<file path="src/cfz_pkg.sv">
// Shared types and constants for the Cholesky factorization core.
package cfz_pkg;

   localparam int DATA_W = 32;
   localparam int IDX_W  = 2;
   localparam int WIDE_W = 64;

   typedef struct packed {
      logic start;
      logic sqrt_mode;
   } iter_cmd_type;

endpackage

</file>
<file path="src/cholesky_factorization_core.sv">
// Top level of the Cholesky factorization core.
// Load: one element per cycle, DIM*(DIM+1)/2 transfers, ready held high meanwhile.
// Compute: per factor element, each inner product term is read, multiplied, subtracted,
// then square root or divide in the shared iterative unit; no input until emission ends.
// Emission: each result is read, registered and held until the output accepts it.
// Synchronous active-high reset clears control state; matrix memory is not cleared.
module cholesky_factorization_core #(
   parameter int DIM       = 4,
   parameter int FRAC_BITS = 16
) (
   input  logic                          clock,
   input  logic                          reset,
   input  logic                          req_tvalid,
   output logic                          req_tready,
   input  logic [cfz_pkg::DATA_W-1:0]    req_tdata,  // entry_value
   output logic                          rsp_tvalid,
   input  logic                          rsp_tready,
   output logic [39:0]                   rsp_tdata,  // factor_value, row_index, col_index, pad
   output logic                          rsp_tuser,  // not_definite
   output logic                          rsp_tlast
);
   import cfz_pkg::*;

   localparam int TRI = (DIM * (DIM + 1)) / 2;
   localparam int AW  = (TRI > 1) ? $clog2(TRI) : 1;
   localparam int RW  = $clog2(DIM + 1);

   typedef enum logic [11:0] {
      ST_LOAD  = 12'b000000000001,
      ST_BASE  = 12'b000000000010,
      ST_BASEW = 12'b000000000100,
      ST_RDB   = 12'b000000001000,
      ST_RDA   = 12'b000000010000,
      ST_MUL   = 12'b000000100000,
      ST_SUB   = 12'b000001000000,
      ST_FIN   = 12'b000010000000,
      ST_WAIT  = 12'b000100000000,
      ST_ERD   = 12'b001000000000,
      ST_ELD   = 12'b010000000000,
      ST_EOUT  = 12'b100000000000
   } state_type;

   function automatic logic [AW-1:0] tri_pos(input int r, input int c);
      int t;
      t = r * DIM - (r * (r - 1)) / 2 + c - r;
      return AW'(t);
   endfunction

   state_type                 state_ff, state_in;
   logic [AW-1:0]             load_ff, load_in;
   logic [RW-1:0]             r_ff, r_in, c_ff, c_in, n_ff, n_in, frow_ff, frow_in;
   logic                      fault_ff, fault_in;
   logic signed [WIDE_W-1:0]  acc_ff, acc_in;
   logic signed [WIDE_W-1:0]  prod_ff;
   logic signed [DATA_W-1:0]  b_ff, b_in;
   logic [DATA_W-1:0]         piv_ff, piv_in;
   logic                      neg_ff, neg_in;
   logic [DATA_W-1:0]         mem [TRI];
   logic [DATA_W-1:0]         rdata_ff;
   logic [AW-1:0]             raddr, waddr;
   logic                      we;
   logic [DATA_W-1:0]         wdata;
   logic                      ovalid_ff, ovalid_in;
   logic [39:0]               odata_ff, odata_in;
   logic                      ouser_ff, ouser_in, olast_ff, olast_in;
   iter_cmd_type              cmd;
   logic [WIDE_W-1:0]         it_x, it_res;
   logic                      it_done;
   logic signed [WIDE_W-1:0]  sub_res;
   logic                      bad;
   logic [DATA_W-1:0]         qsat;

   cfz_iter u_iter (
      .clock   (clock),
      .reset   (reset),
      .cmd     (cmd),
      .x_value (it_x),
      .divisor (piv_ff),
      .done    (it_done),
      .result  (it_res)
   );

   always_comb begin
      sub_res = acc_ff - prod_ff;
      if (acc_ff[63] != prod_ff[63] && sub_res[63] != acc_ff[63])
         sub_res = acc_ff[63] ? {1'b1, {(WIDE_W-1){1'b0}}} : {1'b0, {(WIDE_W-1){1'b1}}};
   end

   always_comb begin
      if (neg_ff)
         qsat = (it_res > 64'h0000_0000_8000_0000) ? 32'h8000_0000 : (~it_res[31:0] + 32'd1);
      else
         qsat = (it_res > 64'h0000_0000_7FFF_FFFF) ? 32'h7FFF_FFFF : it_res[31:0];
   end

   assign bad = fault_ff && (r_ff >= frow_ff);

   always_comb begin
      state_in  = state_ff;
      load_in   = load_ff;
      r_in      = r_ff;
      c_in      = c_ff;
      n_in      = n_ff;
      frow_in   = frow_ff;
      fault_in  = fault_ff;
      acc_in    = acc_ff;
      b_in      = b_ff;
      piv_in    = piv_ff;
      neg_in    = neg_ff;
      ovalid_in = ovalid_ff;
      odata_in  = odata_ff;
      ouser_in  = ouser_ff;
      olast_in  = olast_ff;
      raddr     = tri_pos(int'(r_ff), int'(c_ff));
      waddr     = tri_pos(int'(r_ff), int'(c_ff));
      wdata     = req_tdata;
      we        = 1'b0;
      cmd       = '0;
      it_x      = acc_ff;
      case (state_ff)
         ST_LOAD: begin
            waddr = load_ff;
            if (req_tvalid) begin
               we = 1'b1;
               if (int'(load_ff) == TRI - 1) begin
                  load_in  = '0;
                  r_in     = '0;
                  c_in     = '0;
                  fault_in = 1'b0;
                  state_in = ST_BASE;
               end else begin
                  load_in = load_ff + AW'(1);
               end
            end
         end
         ST_BASE: state_in = ST_BASEW;
         ST_BASEW: begin
            acc_in   = WIDE_W'($signed(rdata_ff)) <<< FRAC_BITS;
            n_in     = '0;
            state_in = (r_ff != '0) ? ST_RDB : ST_FIN;
         end
         ST_RDB: begin
            raddr    = tri_pos(int'(n_ff), int'(r_ff));
            state_in = ST_RDA;
         end
         ST_RDA: begin
            b_in     = $signed(rdata_ff);
            raddr    = tri_pos(int'(n_ff), int'(c_ff));
            state_in = ST_MUL;
         end
         ST_MUL: state_in = ST_SUB;
         ST_SUB: begin
            acc_in   = sub_res;
            n_in     = n_ff + RW'(1);
            state_in = (n_ff + RW'(1) < r_ff) ? ST_RDB : ST_FIN;
         end
         ST_FIN: begin
            if (c_ff == r_ff) begin
               if (acc_ff[63] || acc_ff == '0) begin
                  fault_in = 1'b1;
                  frow_in  = r_ff;
                  r_in     = '0;
                  c_in     = '0;
                  state_in = ST_ERD;
               end else begin
                  cmd.start     = 1'b1;
                  cmd.sqrt_mode = 1'b1;
                  state_in      = ST_WAIT;
               end
            end else begin
               neg_in        = acc_ff[63];
               it_x          = acc_ff[63] ? (~acc_ff + 64'd1) : acc_ff;
               cmd.start     = 1'b1;
               cmd.sqrt_mode = 1'b0;
               state_in      = ST_WAIT;
            end
         end
         ST_WAIT: begin
            if (it_done) begin
               we = 1'b1;
               if (c_ff == r_ff) begin
                  wdata  = it_res[31] ? 32'h7FFF_FFFF : it_res[31:0];
                  piv_in = wdata;
               end else begin
                  wdata = qsat;
               end
               if (int'(c_ff) + 1 < DIM) begin
                  c_in     = c_ff + RW'(1);
                  state_in = ST_BASE;
               end else if (int'(r_ff) + 1 < DIM) begin
                  r_in     = r_ff + RW'(1);
                  c_in     = r_ff + RW'(1);
                  state_in = ST_BASE;
               end else begin
                  r_in     = '0;
                  c_in     = '0;
                  state_in = ST_ERD;
               end
            end
         end
         ST_ERD: state_in = ST_ELD;
         ST_ELD: begin
            ovalid_in = 1'b1;
            odata_in  = {4'b0, IDX_W'(c_ff), IDX_W'(r_ff), bad ? 32'd0 : rdata_ff};
            ouser_in  = bad;
            olast_in  = (int'(r_ff) == DIM - 1);
            state_in  = ST_EOUT;
         end
         ST_EOUT: begin
            if (rsp_tready) begin
               ovalid_in = 1'b0;
               if (int'(c_ff) + 1 < DIM) begin
                  c_in     = c_ff + RW'(1);
                  state_in = ST_ERD;
               end else if (int'(r_ff) + 1 < DIM) begin
                  r_in     = r_ff + RW'(1);
                  c_in     = r_ff + RW'(1);
                  state_in = ST_ERD;
               end else begin
                  fault_in = 1'b0;
                  state_in = ST_LOAD;
               end
            end
         end
         default: state_in = ST_LOAD;
      endcase
   end

   always_ff @(posedge clock) begin
      if (we)
         mem[waddr] <= wdata;
      rdata_ff <= mem[raddr];
   end

   always_ff @(posedge clock) begin
      r_ff     <= r_in;
      c_ff     <= c_in;
      n_ff     <= n_in;
      frow_ff  <= frow_in;
      acc_ff   <= acc_in;
      b_ff     <= b_in;
      piv_ff   <= piv_in;
      neg_ff   <= neg_in;
      prod_ff  <= $signed(rdata_ff) * b_ff;
      odata_ff <= odata_in;
      ouser_ff <= ouser_in;
      olast_ff <= olast_in;
      if (reset) begin
         state_ff  <= ST_LOAD;
         load_ff   <= '0;
         fault_ff  <= 1'b0;
         ovalid_ff <= 1'b0;
      end else begin
         state_ff  <= state_in;
         load_ff   <= load_in;
         fault_ff  <= fault_in;
         ovalid_ff <= ovalid_in;
      end
   end

   assign req_tready = (state_ff == ST_LOAD);
   assign rsp_tvalid = ovalid_ff;
   assign rsp_tdata  = odata_ff;
   assign rsp_tuser  = ouser_ff;
   assign rsp_tlast  = olast_ff;

endmodule

</file>
<file path="src/cfz_iter.sv">
// Shared iterative unit: restoring square root or unsigned division, one bit per cycle.
module cfz_iter (
   input  logic                         clock,
   input  logic                         reset,
   input  cfz_pkg::iter_cmd_type        cmd,
   input  logic [cfz_pkg::WIDE_W-1:0]   x_value,
   input  logic [cfz_pkg::DATA_W-1:0]   divisor,
   output logic                         done,
   output logic [cfz_pkg::WIDE_W-1:0]   result
);
   import cfz_pkg::*;

   logic [WIDE_W-1:0] x_ff, x_in;
   logic [34:0]       rem_ff, rem_in;
   logic [31:0]       root_ff, root_in;
   logic [31:0]       div_ff;
   logic [5:0]        cnt_ff, cnt_in;
   logic              busy_ff, busy_in;
   logic              done_ff, done_in;
   logic              mode_ff;
   logic [34:0]       shifted, trial, diff;
   logic              ge;

   always_comb begin
      shifted = mode_ff ? {rem_ff[32:0], x_ff[63:62]} : {rem_ff[33:0], x_ff[63]};
      trial   = mode_ff ? {1'b0, root_ff, 2'b01} : {3'b0, div_ff};
      diff    = shifted - trial;
      ge      = (shifted >= trial);
   end

   always_comb begin
      x_in    = x_ff;
      rem_in  = rem_ff;
      root_in = root_ff;
      cnt_in  = cnt_ff;
      busy_in = busy_ff;
      done_in = 1'b0;
      if (cmd.start) begin
         x_in    = x_value;
         rem_in  = '0;
         root_in = '0;
         cnt_in  = '0;
         busy_in = 1'b1;
      end else if (busy_ff) begin
         rem_in = ge ? diff : shifted;
         if (mode_ff) begin
            x_in    = {x_ff[61:0], 2'b00};
            root_in = {root_ff[30:0], ge};
         end else begin
            x_in = {x_ff[62:0], ge};
         end
         cnt_in = cnt_ff + 6'd1;
         if ((mode_ff && cnt_ff == 6'd31) || (!mode_ff && cnt_ff == 6'd63)) begin
            busy_in = 1'b0;
            done_in = 1'b1;
         end
      end
   end

   always_ff @(posedge clock) begin
      x_ff    <= x_in;
      rem_ff  <= rem_in;
      root_ff <= root_in;
      cnt_ff  <= cnt_in;
      if (cmd.start) begin
         mode_ff <= cmd.sqrt_mode;
         div_ff  <= divisor;
      end
      if (reset) begin
         busy_ff <= 1'b0;
         done_ff <= 1'b0;
      end else begin
         busy_ff <= busy_in;
         done_ff <= done_in;
      end
   end

   assign done   = done_ff;
   assign result = mode_ff ? {32'b0, root_ff} : x_ff;

endmodule

</file>
<file path="config.mk">
export PLATFORM = sky130hd
export DESIGN_NAME = cholesky_factorization_core
export DESIGN_NICKNAME = d
export VERILOG_FILES = /design/src/cfz_pkg.sv /design/src/cholesky_factorization_core.sv /design/src/cfz_iter.sv
export SDC_FILE = /design/constraint.sdc
export NUM_CORES = 2
export LEC_CHECK = 0
export BUFFER_PORTS_ARGS = -buffer_cell sky130_fd_sc_hd__buf_2
export CAP_MARGIN = 20
export CORE_MARGIN = 2
export CORE_UTILIZATION = 23
export DETAILED_ROUTE_END_ITERATION = 12
export GPL_TIMING_DRIVEN = 0
export HOLD_SLACK_MARGIN = 0.1
export SLEW_MARGIN = 20
export SYNTH_ARGS = -nofsm -noshare
export SYNTH_HDL_FRONTEND = slang
export SYNTH_SLANG_ARGS = --single-unit
</file>
<file path="constraint.sdc">
create_clock -name clock -period 7.39 [get_ports clock]
set_input_delay 1.8475 -clock clock [delete_from_list [all_inputs] [get_ports clock]]
set_output_delay 1.8475 -clock clock [all_outputs]
set_load 0.005 [all_outputs]
</file>
-- Word-level counts from Yosys, hierarchy flattened
Memories as Yosys holds them, arrays and structs flattened. A register that Yosys moved wholly into a read port is not among the register bits.
Index checks and enable logic that the tools add are counted.
- memories: 1
- ROM bits: 0
- bits in latches: 0
- bits in registers: 432
- bits in writable memories: 320
- equal/unequal tests: 30
- bitwise logic cells: 6
- add/sub/neg operators: 23
- shifts and indexed selects: 0
- reduce and logical (&&, ||, !) cells: 26
- multiply operators: 3
- order comparisons: 7
- muxes and demuxes: 75
- divide/modulo/power cells: 0
- memories (name ; words ; bits a word ; rd ports ; clocked after Yosys merged registers in ; write ports ; line ; RTL):
    mem ; 10 ; 32 ; 1 ; 1 ; 1 ; cholesky_factorization_core.sv:58 ; logic [DATA_W-1:0] mem [TRI];
- operators by type and width (kind ; number):
    $mux 64 ; 9
    $mux 32 ; 6
    $pmux 12 s12 ; 1
    $pmux 64 s2 ; 1
    $mux 34 ; 2
    $add 64x1->64 const B ; 1
    $gt 64x31->1 const B ; 1
    $gt 64x32->1 const B ; 1
    $logic_not 64->1 ; 1
    $mul 32x32->64 ; 1
    $not 64->64 ; 1
    $sub 64x64->64 ; 1
    $mux 12 ; 5
    $mux 10 ; 5
    $mux 3 ; 14
    $ge 35x34->1 ; 1
    $mux 35 ; 1
    $sub 34x34->34 ; 1
    $add 32x1->32 const B ; 1
    $not 32->32 ; 1
    $mux 31 ; 1
    $pmux 3 s4 ; 2
    $sub 4x4->4 ; 5
    $mul 4x4->8 ; 2
    other kinds (53) ; 105

-- Depth between registers and ports, before layout
- depth in word-level cells: 8
- gate-level depth with buffers: 31

-- Modules after synthesis
A second synthesis with hierarchy kept.
- cell total of the unflattened synthesis: 7953
- area, all modules: 76925.0 um2
- modules (own cells, without submodules) (module ; cells an instance ; sequential area each (um2) ; area an instance (um2) ; instances):
    cholesky_factorization_core ; 6833 ; 17236.5 ; 66653.9 ; 1
    cfz_iter ; 1120 ; 4394.2 ; 10271.1 ; 1

-- Worst setup path before layout
No wires, ideal clock.
- path kind: reg-to-reg
- from: register rdata_ff[31], read port of mem
- to: register prod_ff[63]
- slack: -0.488 ns
- data required time: 7.318 ns
- path buffers: 3
- cell stages (with the launch flop): 30
- clock period less this slack: 7.878 ns
- arrival: 7.806 ns
- cells stage by stage: dfxtp_1 > clkbuf_1 > clkbuf_1 > nand2_1 > inv_1 > fa_1 > fa_1 > fa_1 > fa_1 > inv_1 > fa_1 > inv_1 > fa_1 > inv_1 > fa_1 > inv_1 > fa_1 > ha_1 > clkbuf_1 > a21o_1 > a21o_1 > a21oi_1 > o21ai_0 > a21oi_1 > inv_1 > a21oi_1 > or2_2 > o2111ai_1 > a21oi_1 > xnor2_1
- word-level cells in the longest chain between the ends: 1
- ends and longest elaborated chain (what ; line ; RTL):
    start: declaration ; cholesky_factorization_core.sv:59 ; logic [DATA_W-1:0] rdata_ff;
    $mul 32x32->64 ; cholesky_factorization_core.sv:244 ; prod_ff <= $signed(rdata_ff) * b_ff;
    end signal: assignment ; cholesky_factorization_core.sv:244 ;
    end: declaration ; cholesky_factorization_core.sv:54 ; logic signed [WIDE_W-1:0] prod_ff;
Every way passes these cells.
A chain may end at the register's enable or synchronous reset.

-- Worst setup path after layout
- from: register b_ff[2]
- to: register prod_ff[63]
- word-level cells in the longest chain between the ends: 1
- ends and longest elaborated chain (what ; line ; RTL):
    start: declaration ; cholesky_factorization_core.sv:55 ; logic signed [DATA_W-1:0] b_ff, b_in;
    start signal: assignment ; cholesky_factorization_core.sv:241 ; b_ff <= b_in;
    $mul 32x32->64 ; cholesky_factorization_core.sv:244 ;
Every way passes these cells.

==> impl_metrics.yaml <==
outcome:
  status: "finished, violations left"
  violations: "negative setup slack"
synth:
  synth_ff_type: "edfxtp_1"
  synth.avg_cell_area_um2: 9.89
  yosys-top-cells-area: "fa_1 (29%), edfxtp_1 (23%), nand2_1 (5.4%)"
  ys_async_sr_fraction: 0
  syn_area_um2: 76200
  synth.top_cell.area_share: 0.287
  synth_edf_count: 594
  yosys_register_bits: 782
  yosysSeqAreaShare: 0.283
  syn_inst: 7708
  synth_cell_type_count: 101
  yosys_warnings: 0
  yosysTopAreaCell: "fa_1"
layout:
  final_cell_mix: "nand2_1 (1091), inv_1 (1051), fa_1 (1034)"
  drive_above_1_share: 0.126
  final_cell_area_um2: 89700
  area_growth_pct: 17.6
  final_common_cell: "nand2_1"
  multi_input_area_um2: 50100
  fin_nets: 9512
  final_cell_count_no_fill: 12500
  fill_cells: 34800
  ff_latch_area_um2: 21700
cts:
  clock_path_buffers: 3
  cts_max_level: 3
  numCtsBuffers: 87
  cts.reportedPaths.clkPinSlew_ns: 0.07
  cts_tree: "done"
  clock_latency_ns: 0.74
  cts.sinks: 782
  hold_buffers: 0
  cts-root-buf: "clkbuf_16"
grt:
  grt.total_usage: 0.161
  grt_pass1_wl_mm: 404
  grt_max_degree: 46
  overflow: 0
  grt_pass1_vias: 59500
  antenna_found_initial: 15
routing:
  dr.pass1.iters: 6
  route.antenna.remaining_nets: 0
  totalWireLength_mm: 277
  drt_iter0_markers: 5708
  num_vias: 59100
  route.detailed.drc: 0
  vias_per_cell: 4.72
  wl_per_cell_um: 22.1
setup_path:
  cpPeakStageDelay_ns: 0.61
  critPathBufInv: 4
  worst_ep_required_time_ns: 8.01
  cp.arrival_ns: 8.51
  cpLargestDelayFamily: "adder cells"
  cpMaxStageDelayCell: "fa_2"
  start_kind: "flop"
  critPathMaxFanout: 4
  cp.depth: 25
  ff2ff_path_depth: 25
  setup.worst_path.end_class: "flop"
  crit_type: "flop to flop"
  crit_top_cell: "fa_2"
placed_design:
  dpl_cell_area_um2: 82800
  io_buffers: 74
  gp_congestion: 1.01
  place_hpwl_mm: 214
  placed_cells: 12200
die:
  initial_core_util: 0.231
  io_pins: 80
  die-height_um: 580
  die_w_um: 580
  core_area_um2: 330000
  die_area_um2: 336000
  rows: 211
worst_hold_path:
  whs_path_depth: 0
  hold_path_class: "flop to flop"
sta:
  max-slew-margin-rel: 0.188
  slew_violations: 0
  min_period_ns: 7.90
  setup_viol: 26
  tightest_slew_ns: 1.21
  rsz0062_at_grt: "yes"
  fin_skew_ns: 0.0493
  setup_ws_ns: -0.508
  fmax_mhz: 127
  post-route-period-util: 1.07
  hold_viol: 0
run:
  maxCapViolations: 0
-- cells in the mapped netlist, drive strengths merged, types with 34 or more instances --
cell / count
nor2: 285
ha: 325
clkbuf: 354
a211oi: 85
a311oi: 36
buf: 67
xor2: 118
and3: 84
mux2: 34
nor3: 64
nand2b: 54
inv: 1077
and2: 564
edfxtp: 594
a21o: 96
fa: 1093
nor2b: 50
xnor2: 118
a21oi: 379
o21ai: 247
mux2i: 126
nand2: 1107
nand3: 107
o21a: 34
a31oi: 118
dfxtp: 188
-- path summary, 6_finish.rpt --
kind,from,to,slack [ns]
max reg2reg,b_ff[2],prod_ff[63],-0.51
max,b_ff[2],prod_ff[63],-0.51
min reg2reg,piv_ff[9],u_iter.div_ff[9],0.38
min,piv_ff[9],u_iter.div_ff[9],0.38
-- stage by stage --
step                setup slack, ns  hold slack, ns   util  TNS, ns
global route                 -0.551           0.385  0.272   -10.15
detailed placement            -2.58           0.405  0.251   -75.66
floorplan                   -0.0115           0.400      -  -0.0115
finish                       -0.508           0.384  0.272    -6.83
global placement              -2.60           0.401  0.249  -263.11
CTS                          -0.397           0.384  0.269    -4.14
-- worst register-to-register path, stage by stage, from the launching register on --
cell       delay [ns]
edfxtp_1         0.53
clkbuf_16        0.24
buf_6            0.13
nand2_2          0.06
fa_2             0.47
fa_2             0.59
fa_2             0.50
fa_1             0.53
inv_2            0.04
fa_1             0.54
fa_1             0.44
fa_2             0.61
fa_2             0.52
ha_4             0.29
a21oi_4          0.16
o21ai_2          0.10
a221oi_2         0.26
nor2_2           0.08
or3b_4           0.37
o211ai_1         0.27
o211ai_1         0.13
buf_4            0.18
a21oi_4          0.24
o2111ai_1        0.13
a21oi_1          0.17
xnor2_1          0.20
-- registers in the layout, indices dropped and copies added (netlist names), 32 cells and up --
signal          count
rsp_tdata          36
u_iter.rem_ff      34
prod_ff            64
u_iter.root_ff     32
mem               320
u_iter.x_ff        64
rdata_ff           32
acc_ff             64
b_ff               32
-- cell families (layout without fill, tap and decap cells) --
group / after synthesis / count (layout) / synth area share
adder cells (fa/ha/maj): 1418 / 1418 / 0.340
AO/OA/AOI/OAI: 1145 / 1145 / 0.0941
buffers and inverters: 1499 / 1918 / 0.0755
AND/OR/NAND/NOR: 2467 / 2467 / 0.158
XOR/XNOR: 236 / 236 / 0.0271
flip-flops: 782 / 782 / 0.283
multiplexers: 160 / 160 / 0.0217
other: 1 / 24 / 0.0000492
-- per-layer routing --
metal / up-vias / GRT usage / wire length (µm)
met5: - / 0 / 11
met2: 2806 / 0.256 / 125000
met4: 2 / 0.0956 / 19300
li1: 25800 / - / -
met3: 690 / 0.0266 / 23400
met1: 29800 / 0.207 / 110000
-- cell type report --
type,count,share of cell area
repair buffers,269,0.0254
multi-input cells,5430,0.559
diodes,20,0.000558
flip-flops and latches,782,0.242
clock inverters,53,0.00636
clock buffers,108,0.0260
plain buffers,410,0.0345
inverters,1078,0.0454
well taps,4366,0.0609
-- what timing repair did --
action / 4_1_cts / 5_1_grt
gates cloned: 2 / 1
endpoints found under the setup margin: 54 / 51
pin swaps: 95 / 78
setup buffers: 138 / 33
resized for setup: 651 / 142
Power is left out: the tool's default activity adds up to more than one toggle a clock period on the data nets, which glitch-free logic cannot reach.
